**src/hdl/ascon_pkg.sv**
```systemverilog
// shared types, constants and the round constant table of the ascon aead core
package ascon_pkg;

    localparam int unsigned WORD_W    = 64;
    localparam int unsigned NUM_WORDS = 5;
    localparam int unsigned CFG_IDX_W = 2;
    localparam int unsigned ROUND_W   = 4;

    localparam logic [WORD_W-1:0] IV_WORD    = 64'h80400c0600000000;
    localparam logic [WORD_W-1:0] DOMAIN_BIT = 64'h0000000000000001;

    // round index of the first round of p12 and p6, and of the last round of both
    localparam logic [ROUND_W-1:0] P12_FIRST  = 4'd0;
    localparam logic [ROUND_W-1:0] P6_FIRST   = 4'd6;
    localparam logic [ROUND_W-1:0] LAST_ROUND = 4'd11;

    localparam logic [CFG_IDX_W-1:0] CFG_KEY_HIGH = 2'd0;
    localparam logic [CFG_IDX_W-1:0] CFG_KEY_LOW  = 2'd1;

    typedef enum logic [2:0] {
        CMD_INIT     = 3'd0,
        CMD_ABSORB   = 3'd1,
        CMD_CLOSE_AD = 3'd2,
        CMD_ENCRYPT  = 3'd3,
        CMD_DECRYPT  = 3'd4,
        CMD_FINALIZE = 3'd5
    } t_cmd;

    typedef enum logic [1:0] {
        ST_IDLE,
        ST_ROUND,
        ST_EMIT
    } t_state;

    typedef logic [WORD_W-1:0] t_word;
    typedef t_word [NUM_WORDS-1:0] t_perm;

    typedef struct packed {
        logic [2:0]  cmd;
        logic [63:0] data_in;
        logic [63:0] nonce_high;
        logic [63:0] nonce_low;
        logic        last_block;
    } t_in;

    typedef struct packed {
        logic        result_kind;
        logic [63:0] data_out;
        logic [63:0] tag_high;
        logic [63:0] tag_low;
    } t_out;

    // controller to datapath commands
    typedef struct packed {
        logic               load;
        logic               round_en;
        logic [ROUND_W-1:0] round_idx;
        logic               post_key;
        logic               out_load;
        logic               out_tag;
        logic               out_from_next;
    } t_dp_cmd;

    function automatic logic [7:0] round_const(input logic [ROUND_W-1:0] idx);
        logic [7:0] c;
        c = 8'h00;
        case (idx)
            4'd0:    c = 8'hf0;
            4'd1:    c = 8'he1;
            4'd2:    c = 8'hd2;
            4'd3:    c = 8'hc3;
            4'd4:    c = 8'hb4;
            4'd5:    c = 8'ha5;
            4'd6:    c = 8'h96;
            4'd7:    c = 8'h87;
            4'd8:    c = 8'h78;
            4'd9:    c = 8'h69;
            4'd10:   c = 8'h5a;
            4'd11:   c = 8'h4b;
            default: c = 8'h00;
        endcase
        return c;
    endfunction

endpackage

```
**src/hdl/ascon_dp.sv**
```systemverilog
// datapath of the ascon aead core: permutation state, key, round logic, result register
module ascon_dp
    import ascon_pkg::*;
(
    input  logic                 i_clk,
    input  logic                 i_rst_n,
    input  t_dp_cmd              i_dp,
    input  t_in                  i_in,
    input  logic                 i_cfg_we,
    input  logic [CFG_IDX_W-1:0] i_cfg_index,
    input  logic [WORD_W-1:0]    i_cfg_data,
    output t_out                 o_out
);

    t_perm r_s, n_s, round_out;
    t_word r_key_high, r_key_low;
    t_word r_word, n_word;
    t_out  r_out;

    function automatic t_word rotr(input t_word x, input int unsigned n);
        return (x >> n) | (x << (WORD_W - n));
    endfunction

    // one round: constant addition, s-box layer, linear layer
    function automatic t_perm perm_round(input t_perm s, input logic [7:0] c);
        t_word x0, x1, x2, x3, x4, t0, t1, t2, t3, t4;
        t_perm r;
        x2 = s[2] ^ {56'd0, c};
        x0 = s[0] ^ s[4];
        x4 = s[4] ^ s[3];
        x2 = x2 ^ s[1];
        x1 = s[1];
        x3 = s[3];
        t0 = ~x0 & x1;
        t1 = ~x1 & x2;
        t2 = ~x2 & x3;
        t3 = ~x3 & x4;
        t4 = ~x4 & x0;
        x0 = x0 ^ t1;
        x1 = x1 ^ t2;
        x2 = x2 ^ t3;
        x3 = x3 ^ t4;
        x4 = x4 ^ t0;
        x1 = x1 ^ x0;
        x0 = x0 ^ x4;
        x3 = x3 ^ x2;
        x2 = ~x2;
        r[0] = x0 ^ rotr(x0, 19) ^ rotr(x0, 28);
        r[1] = x1 ^ rotr(x1, 61) ^ rotr(x1, 39);
        r[2] = x2 ^ rotr(x2, 1)  ^ rotr(x2, 6);
        r[3] = x3 ^ rotr(x3, 10) ^ rotr(x3, 17);
        r[4] = x4 ^ rotr(x4, 7)  ^ rotr(x4, 41);
        return r;
    endfunction

    always_comb begin
        round_out = perm_round(r_s, round_const(i_dp.round_idx));
        if (i_dp.post_key) begin
            round_out[3] = round_out[3] ^ r_key_high;
            round_out[4] = round_out[4] ^ r_key_low;
        end
    end

    // state update: command pre-processing on load, one round while round_en is set, hold otherwise
    always_comb begin
        n_s    = r_s;
        n_word = r_word;
        if (i_dp.load) begin
            unique case (i_in.cmd)
                CMD_INIT: begin
                    n_s[0] = IV_WORD;
                    n_s[1] = r_key_high;
                    n_s[2] = r_key_low;
                    n_s[3] = i_in.nonce_high;
                    n_s[4] = i_in.nonce_low;
                end
                CMD_ABSORB: n_s[0] = r_s[0] ^ i_in.data_in;
                CMD_CLOSE_AD: n_s[4] = r_s[4] ^ DOMAIN_BIT;
                CMD_ENCRYPT: begin
                    n_word = r_s[0] ^ i_in.data_in;
                    n_s[0] = r_s[0] ^ i_in.data_in;
                end
                CMD_DECRYPT: begin
                    n_word = r_s[0] ^ i_in.data_in;
                    n_s[0] = i_in.data_in;
                end
                CMD_FINALIZE: begin
                    n_s[1] = r_s[1] ^ r_key_high;
                    n_s[2] = r_s[2] ^ r_key_low;
                end
                default: ;
            endcase
        end else if (i_dp.round_en) begin
            n_s = round_out;
        end
    end

    always_ff @(posedge i_clk) begin
        if (!i_rst_n) begin
            r_s        <= '0;
            r_key_high <= '0;
            r_key_low  <= '0;
        end else begin
            r_s <= n_s;
            if (i_cfg_we && i_cfg_index == CFG_KEY_HIGH) begin
                r_key_high <= i_cfg_data;
            end
            if (i_cfg_we && i_cfg_index == CFG_KEY_LOW) begin
                r_key_low <= i_cfg_data;
            end
        end
    end

    always_ff @(posedge i_clk) begin
        r_word <= n_word;
        if (i_dp.out_load) begin
            r_out.result_kind <= i_dp.out_tag;
            r_out.data_out    <= i_dp.out_tag ? '0 : r_word;
            if (!i_dp.out_tag) begin
                r_out.tag_high <= '0;
                r_out.tag_low  <= '0;
            end else if (i_dp.out_from_next) begin
                r_out.tag_high <= n_s[3];
                r_out.tag_low  <= n_s[4];
            end else begin
                r_out.tag_high <= r_s[3];
                r_out.tag_low  <= r_s[4];
            end
        end
    end

    assign o_out = r_out;

endmodule

```
**src/hdl/ascon_ctrl.sv**
```systemverilog
// controller of the ascon aead core: command sequencing, round counter, result handshake
module ascon_ctrl
    import ascon_pkg::*;
(
    input  logic    i_clk,
    input  logic    i_rst_n,
    input  logic    i_in_valid,
    output logic    o_in_ready,
    input  logic [2:0] i_cmd,
    input  logic    i_last,
    input  logic    i_out_ready,
    output logic    o_out_valid,
    output t_dp_cmd o_dp
);

    t_state             r_state, n_state;
    logic [ROUND_W-1:0] r_round, n_round;
    logic               r_emit, n_emit;
    logic               r_post, n_post;
    logic               r_out_valid;
    logic               accept, slot_free;
    logic               dec_rounds, dec_emit, dec_post;

    assign o_in_ready = (r_state == ST_IDLE);
    assign accept     = i_in_valid && o_in_ready;
    assign slot_free  = !r_out_valid || i_out_ready;

    // command decode at the input
    assign dec_post   = (i_cmd == CMD_INIT) || (i_cmd == CMD_FINALIZE);
    assign dec_emit   = (i_cmd == CMD_ENCRYPT) || (i_cmd == CMD_DECRYPT)
                     || (i_cmd == CMD_FINALIZE);
    assign dec_rounds = dec_post || (i_cmd == CMD_ABSORB)
                     || (((i_cmd == CMD_ENCRYPT) || (i_cmd == CMD_DECRYPT)) && !i_last);

    // next state
    always_comb begin
        n_state = r_state;
        n_round = r_round;
        n_emit  = r_emit;
        n_post  = r_post;
        unique case (r_state)
            ST_IDLE: begin
                if (accept) begin
                    n_emit  = dec_emit;
                    n_post  = dec_post;
                    n_round = dec_post ? P12_FIRST : P6_FIRST;
                    if (dec_rounds) begin
                        n_state = ST_ROUND;
                    end else if (dec_emit) begin
                        n_state = ST_EMIT;
                    end
                end
            end
            ST_ROUND: begin
                if (r_round == LAST_ROUND) begin
                    if (r_emit && !slot_free) begin
                        n_state = ST_EMIT;
                    end else begin
                        n_state = ST_IDLE;
                    end
                end else begin
                    n_round = r_round + 1'b1;
                end
            end
            ST_EMIT: begin
                if (slot_free) begin
                    n_state = ST_IDLE;
                end
            end
            default: n_state = ST_IDLE;
        endcase
    end

    // outputs
    always_comb begin
        o_dp.load          = accept;
        o_dp.round_en      = (r_state == ST_ROUND);
        o_dp.round_idx     = r_round;
        o_dp.post_key      = (r_state == ST_ROUND) && r_post && (r_round == LAST_ROUND);
        o_dp.out_tag       = r_post;
        o_dp.out_from_next = (r_state == ST_ROUND);
        o_dp.out_load      = 1'b0;
        unique case (r_state)
            ST_ROUND: o_dp.out_load = r_emit && (r_round == LAST_ROUND) && slot_free;
            ST_EMIT:  o_dp.out_load = slot_free;
            default:  o_dp.out_load = 1'b0;
        endcase
    end

    always_ff @(posedge i_clk) begin
        if (!i_rst_n) begin
            r_state     <= ST_IDLE;
            r_round     <= '0;
            r_emit      <= 1'b0;
            r_post      <= 1'b0;
            r_out_valid <= 1'b0;
        end else begin
            r_state <= n_state;
            r_round <= n_round;
            r_emit  <= n_emit;
            r_post  <= n_post;
            if (o_dp.out_load) begin
                r_out_valid <= 1'b1;
            end else if (i_out_ready) begin
                r_out_valid <= 1'b0;
            end
        end
    end

    assign o_out_valid = r_out_valid;

    a_load_into_free_slot: assert property (@(posedge i_clk) disable iff (!i_rst_n)
        o_dp.out_load |-> (!r_out_valid || i_out_ready))
        else $error("result loaded over an untaken result");

    a_round_in_range: assert property (@(posedge i_clk) disable iff (!i_rst_n)
        (r_state == ST_ROUND) |-> (r_round <= LAST_ROUND))
        else $error("round counter past the last round");

    a_close_ad_single_cycle: assert property (@(posedge i_clk) disable iff (!i_rst_n)
        (accept && i_cmd == CMD_CLOSE_AD) |=> (r_state == ST_IDLE))
        else $error("close-ad did not return to idle");

    a_emit_only_with_result: assert property (@(posedge i_clk) disable iff (!i_rst_n)
        (r_state == ST_EMIT) |-> r_emit)
        else $error("waiting to emit for a command without result");

    a_post_key_last_round: assert property (@(posedge i_clk) disable iff (!i_rst_n)
        o_dp.post_key |=> (r_state != ST_ROUND))
        else $error("key added before the final round");

endmodule

```
**src/hdl/ascon_aead_cipher_core.sv**
```systemverilog
// top level of the ascon-128 style aead core: controller plus datapath
//
// usage
// - input channel (i_in_valid / o_in_ready / i_in_data) carries one command
//   per transaction: init, absorb ad, close ad, encrypt, decrypt, finalize
// - output channel (o_out_valid / i_out_ready / o_out_data) carries one
//   transaction for encrypt, decrypt (data word) and finalize (tag)
// - config channel (i_cfg_valid / o_cfg_ready) writes key_high (index 0) and
//   key_low (index 1); always ready, other indexes are dropped
// - one permutation round per cycle in a single shared round unit, so the
//   round count sets the item time: absorb and non-last data blocks run p6,
//   init and finalize run p12, close ad, a last data block and unused
//   command codes run no rounds
// - a result is registered; with the result register free it shows on the
//   port the cycle after the last round; a last data block emits from ST_EMIT
// - the block takes a new command while a result still waits; if the receiver
//   stalls and a second result is due, the block holds it until the result
//   register frees up, with input ready low meanwhile
// - synchronous reset clears the state words, key, control and output valid
module ascon_aead_cipher_core
    import ascon_pkg::*;
(
    input  logic                 i_clk,
    input  logic                 i_rst_n,
    input  logic                 i_in_valid,
    output logic                 o_in_ready,
    input  t_in                  i_in_data,
    output logic                 o_out_valid,
    input  logic                 i_out_ready,
    output t_out                 o_out_data,
    input  logic                 i_cfg_valid,
    output logic                 o_cfg_ready,
    input  logic [CFG_IDX_W-1:0] i_cfg_index,
    input  logic [WORD_W-1:0]    i_cfg_data
);

    t_dp_cmd dp_cmd;

    // key registers take writes at any time; the user must write them only while idle, the block does not enforce it
    assign o_cfg_ready = 1'b1;

    ascon_ctrl u_ctrl (
        .i_clk       (i_clk),
        .i_rst_n     (i_rst_n),
        .i_in_valid  (i_in_valid),
        .o_in_ready  (o_in_ready),
        .i_cmd       (i_in_data.cmd),
        .i_last      (i_in_data.last_block),
        .i_out_ready (i_out_ready),
        .o_out_valid (o_out_valid),
        .o_dp        (dp_cmd)
    );

    ascon_dp u_dp (
        .i_clk       (i_clk),
        .i_rst_n     (i_rst_n),
        .i_dp        (dp_cmd),
        .i_in        (i_in_data),
        .i_cfg_we    (i_cfg_valid && o_cfg_ready),
        .i_cfg_index (i_cfg_index),
        .i_cfg_data  (i_cfg_data),
        .o_out       (o_out_data)
    );

endmodule
```
**config.mk**
```make
export PLATFORM = sky130hd
export DESIGN_NAME = ascon_aead_cipher_core
export DESIGN_NICKNAME = d
export VERILOG_FILES = /design/src/hdl/ascon_pkg.sv /design/src/hdl/ascon_dp.sv /design/src/hdl/ascon_ctrl.sv /design/src/hdl/ascon_aead_cipher_core.sv
export SDC_FILE = /design/constraint.sdc
export NUM_CORES = 2
export LEC_CHECK = 0
export BUFFER_PORTS_ARGS = -buffer_cell sky130_fd_sc_hd__buf_2
export CAP_MARGIN = 20
export CELL_PAD_IN_SITES_DETAIL_PLACEMENT = 1
export CELL_PAD_IN_SITES_GLOBAL_PLACEMENT = 1
export CORE_MARGIN = 3
export CORE_UTILIZATION = 35
export CTS_BUF_LIST = sky130_fd_sc_hd__clkbuf_16
export DETAILED_ROUTE_END_ITERATION = 7
export GPL_TIMING_DRIVEN = 0
export PLACE_DENSITY_LB_ADDON = 0.25
export SKIP_CTS_REPAIR_TIMING = 1
export SLEW_MARGIN = 20
export SYNTH_ARGS = -nofsm -noshare
export SYNTH_HDL_FRONTEND = slang
export SYNTH_SLANG_ARGS = --single-unit
```
**constraint.sdc**
```tcl
create_clock -name i_clk -period 27.6 [get_ports i_clk]
set_input_delay 2.76 -clock i_clk [delete_from_list [all_inputs] [get_ports i_clk]]
set_output_delay 2.76 -clock i_clk [all_outputs]
set_load 0.02 [all_outputs]
```
==> impl_metrics.json <==
{
  "rsz0062_at_grt": "false",
  "cts_buffer_depth": 3,
  "period_minus_slack_ns": 6.05,
  "min_period_over_period": 0.219,
  "path_clk_slew_ns": 0.06,
  "synth_top_area_share": 0.186,
  "relSlewSlack": 0.0320,
  "nets": 6559,
  "preCtsSetupSlack_ns": 20.98,
  "clock_skew_ns": 0.0422,
  "worstSetupEndpointType": "flip-flop",
  "cp-start-kind": "input pin",
  "wl_per_cell_um": 39.0,
  "post-route-util": 0.424,
  "place.gp.congestion": 1.06,
  "grt_use_total": 0.418,
  "via_per_inst": 6.05,
  "vdd_drop_max_uv": 50.2,
  "cp_max_fo": 26,
  "clkLatencyLatePin_ns": 0.72,
  "drt-total-wl_um": 318000,
  "synth_ff_type": "dfxtp_1",
  "drtIter0Drc": 6127,
  "slew_viol_final": 0,
  "ys_seq_elements": 722,
  "num_rows": 138,
  "grt_pass1_wl_um": 418000,
  "synth_cell_types": 55,
  "timing_hold_violations_final": 0,
  "reg2regPathDepth": 10,
  "yosysTopAreaCell": "dfxtp_1",
  "synth-seq-area-share": 0.340,
  "ant_nets": 0,
  "drive_gt1_frac": 0.146,
  "tightest_slew_ns": 1.44,
  "status": "finished clean",
  "cts_tree": "done",
  "syn_avg_cell_area_um2": 9.05,
  "antenna_found_initial": 43,
  "synth.area.top_cells": "dfxtp_1 19%, xnor2_1 16%, edfxtp_1 15%, xnor3_1 5.2%, nand2_1 5.1%",
  "die_x_um": 384,
  "grt_pass1_vias": 47559,
  "dieHeight_um": 384,
  "core_area_um2": 142000,
  "ios": 463,
  "r2r_slack_ns": 22.95,
  "setup_violations": 0,
  "area_growth_pct": 20.0,
  "syn_area_um2": 50100,
  "grt_overflow": 0,
  "post_synth_inst_count": 5539,
  "fillCellCount": 16432,
  "hold_slack_ns": 0.455,
  "worst_hold_path_type": "flip-flop to flip-flop",
  "ys_async_sr_fraction": 0,
  "final_design_area_no_fill_um2": 60200,
  "grt_max_degree": 31,
  "p_per_area_nw_per_um2": 125,
  "critical_path_class": "input pin to flip-flop",
  "yosys_warnings": 0,
  "clock_sinks": 722,
  "start_util": 0.353,
  "synth.most_common_cell": "xnor2_1",
  "route.detailed.drc": 0,
  "vias": 49337,
  "postPlaceCellArea_um2": 56900,
  "synth_edf_count": 257,
  "max_freq_ghz": 0.165,
  "htreeDepth": 3,
  "dieArea_um2": 148000,
  "leakage_nw": 21.2,
  "fin_tns_setup_ns": 0,
  "maxCapViolCount": 0,
  "first_pass_iters": 6,
  "synthTopCellsByCount": "941 x xnor2_1, 679 x nand2_1, 465 x dfxtp_1",
  "syn_nets": 5938,
  "numCtsBuffers": 90,
  "port_buffers": 458,
  "holdPathStages": 2,
  "fin_ws_ns": 21.55,
  "required_ns": 28.06,
  "cts_root_buf": "clkbuf_16",
  "worstPathArrival_ns": 6.51,
  "dp_hpwl_um": 269000
}
==> path summary, 6_finish.rpt <==
path | start | to
hold reg to reg | u_dp.r_key_low[3]$_SDFFE_PN0P_ | u_dp.r_key_low[3]$_SDFFE_PN0P_
setup reg to reg | u_ctrl.r_state[0]$_SDFFE_PN0P_ | u_dp.r_word[11]$_DFFE_PP_
hold / removal | u_dp.r_key_low[3]$_SDFFE_PN0P_ | u_dp.r_key_low[3]$_SDFFE_PN0P_
setup / recovery | i_in_valid | u_dp.r_word[11]$_DFFE_PP_
==> sequential cells by signal, summed over array words and instances, names as in the netlist, named ones only <==
| register | flops |
|---|---|
| u_ctrl.o_out_valid | 1 |
| u_dp.r_s | 320 |
| u_ctrl.r_emit | 1 |
| u_ctrl.r_round | 4 |
| u_dp.r_key_high | 64 |
| u_ctrl.r_state | 2 |
| u_dp.o_out | 193 |
| u_ctrl.r_post | 1 |
| u_dp.r_key_low | 64 |
| u_dp.r_word | 64 |
==> through the flow <==
stage | std cells | power [mW]
after global routing | 8129 | 7.56
after global placement | 7887 | 5.75
after CTS | 8126 | 7.29
final | 8156 | 7.51
after floorplan | 5539 | 3.81
after detailed placement | 7956 | 5.99
==> logic make-up (layout without fill, tap and decap cells) <==
family	count (synthesis)	after routing	share of synthesized area
AO/OA/AOI/OAI	1140	1140	0.159
flip-flops	722	722	0.340
buffers and inverters	663	1362	0.0521
multiplexers	36	36	0.00721
XOR/XNOR	1343	1343	0.273
other	1	29	0.0000748
adder cells (fa/ha/maj)	196	196	0.0457
AND/OR/NAND/NOR	1438	1438	0.124
==> cell usage in the layout, fill, tap and decap left out, types with 35 or more instances in the layout <==
| cell type | netlist | final |
|---|---|---|
| a221oi_1 | 117 | 117 |
| nor2b_1 | 92 | 90 |
| nor2_1 | 353 | 352 |
| buf_2 | 42 | 503 |
| edfxtp_1 | 257 | 257 |
| o22ai_1 | 64 | 64 |
| maj3_1 | 64 | 64 |
| o221ai_1 | 129 | 129 |
| a221o_1 | 62 | 62 |
| a31oi_1 | 132 | 132 |
| o21ai_0 | 184 | 184 |
| a21oi_1 | 249 | 248 |
| nand4_1 | 65 | 65 |
| clkbuf_16 | 0 | 93 |
| nand2_1 | 679 | 678 |
| dfxtp_1 | 465 | 465 |
| xnor2_1 | 941 | 830 |
| clkbuf_1 | 305 | 274 |
| nand3_1 | 73 | 71 |
| a211oi_1 | 122 | 122 |
| mux2i_1 | 35 | 35 |
| o2111a_1 | 66 | 66 |
| nor3_1 | 119 | 116 |
| xnor3_1 | 116 | 116 |
| xnor2_2 | 2 | 113 |
| inv_1 | 280 | 292 |
| ha_1 | 132 | 132 |
| xor2_1 | 264 | 251 |
==> area by class of cell <==
class	count	area [µm²]	share of cell area
clock buffers	93	2330	0.0387
inverters	281	1050	0.0175
plain buffers	382	1600	0.0266
well taps	1890	2360	0.0393
clock inverters	77	751	0.0125
diodes	28	70.1	0.00116
multi-input cells	4154	31500	0.523
repair buffers	529	3490	0.0580
flip-flops and latches	722	17000	0.283
==> power by group <==
group	internal (mW)	switching, mW
sequential	1.20	0.162
combinational	1.65	3.22
clock	0.721	0.557
total	3.58	3.94
==> critical path, stage by stage <==
cell and delay (ns):
buf_2 0.13, nand2_1 0.63, clkbuf_2 0.71, clkbuf_1 0.76, buf_1 0.64, a21oi_4 0.16, buf_16 0.25, buf_16 0.18
buf_16 0.18
==> per-layer routing <==
metal,up-vias,global-route usage,part of all wire
li1,20628,-,-
met1,25119,0.542,0.40
met2,2879,0.629,0.43
met3,697,0.0988,0.095
met4,14,0.256,0.071
met5,-,0,0.00029
(Power assumes the default switching activity.)
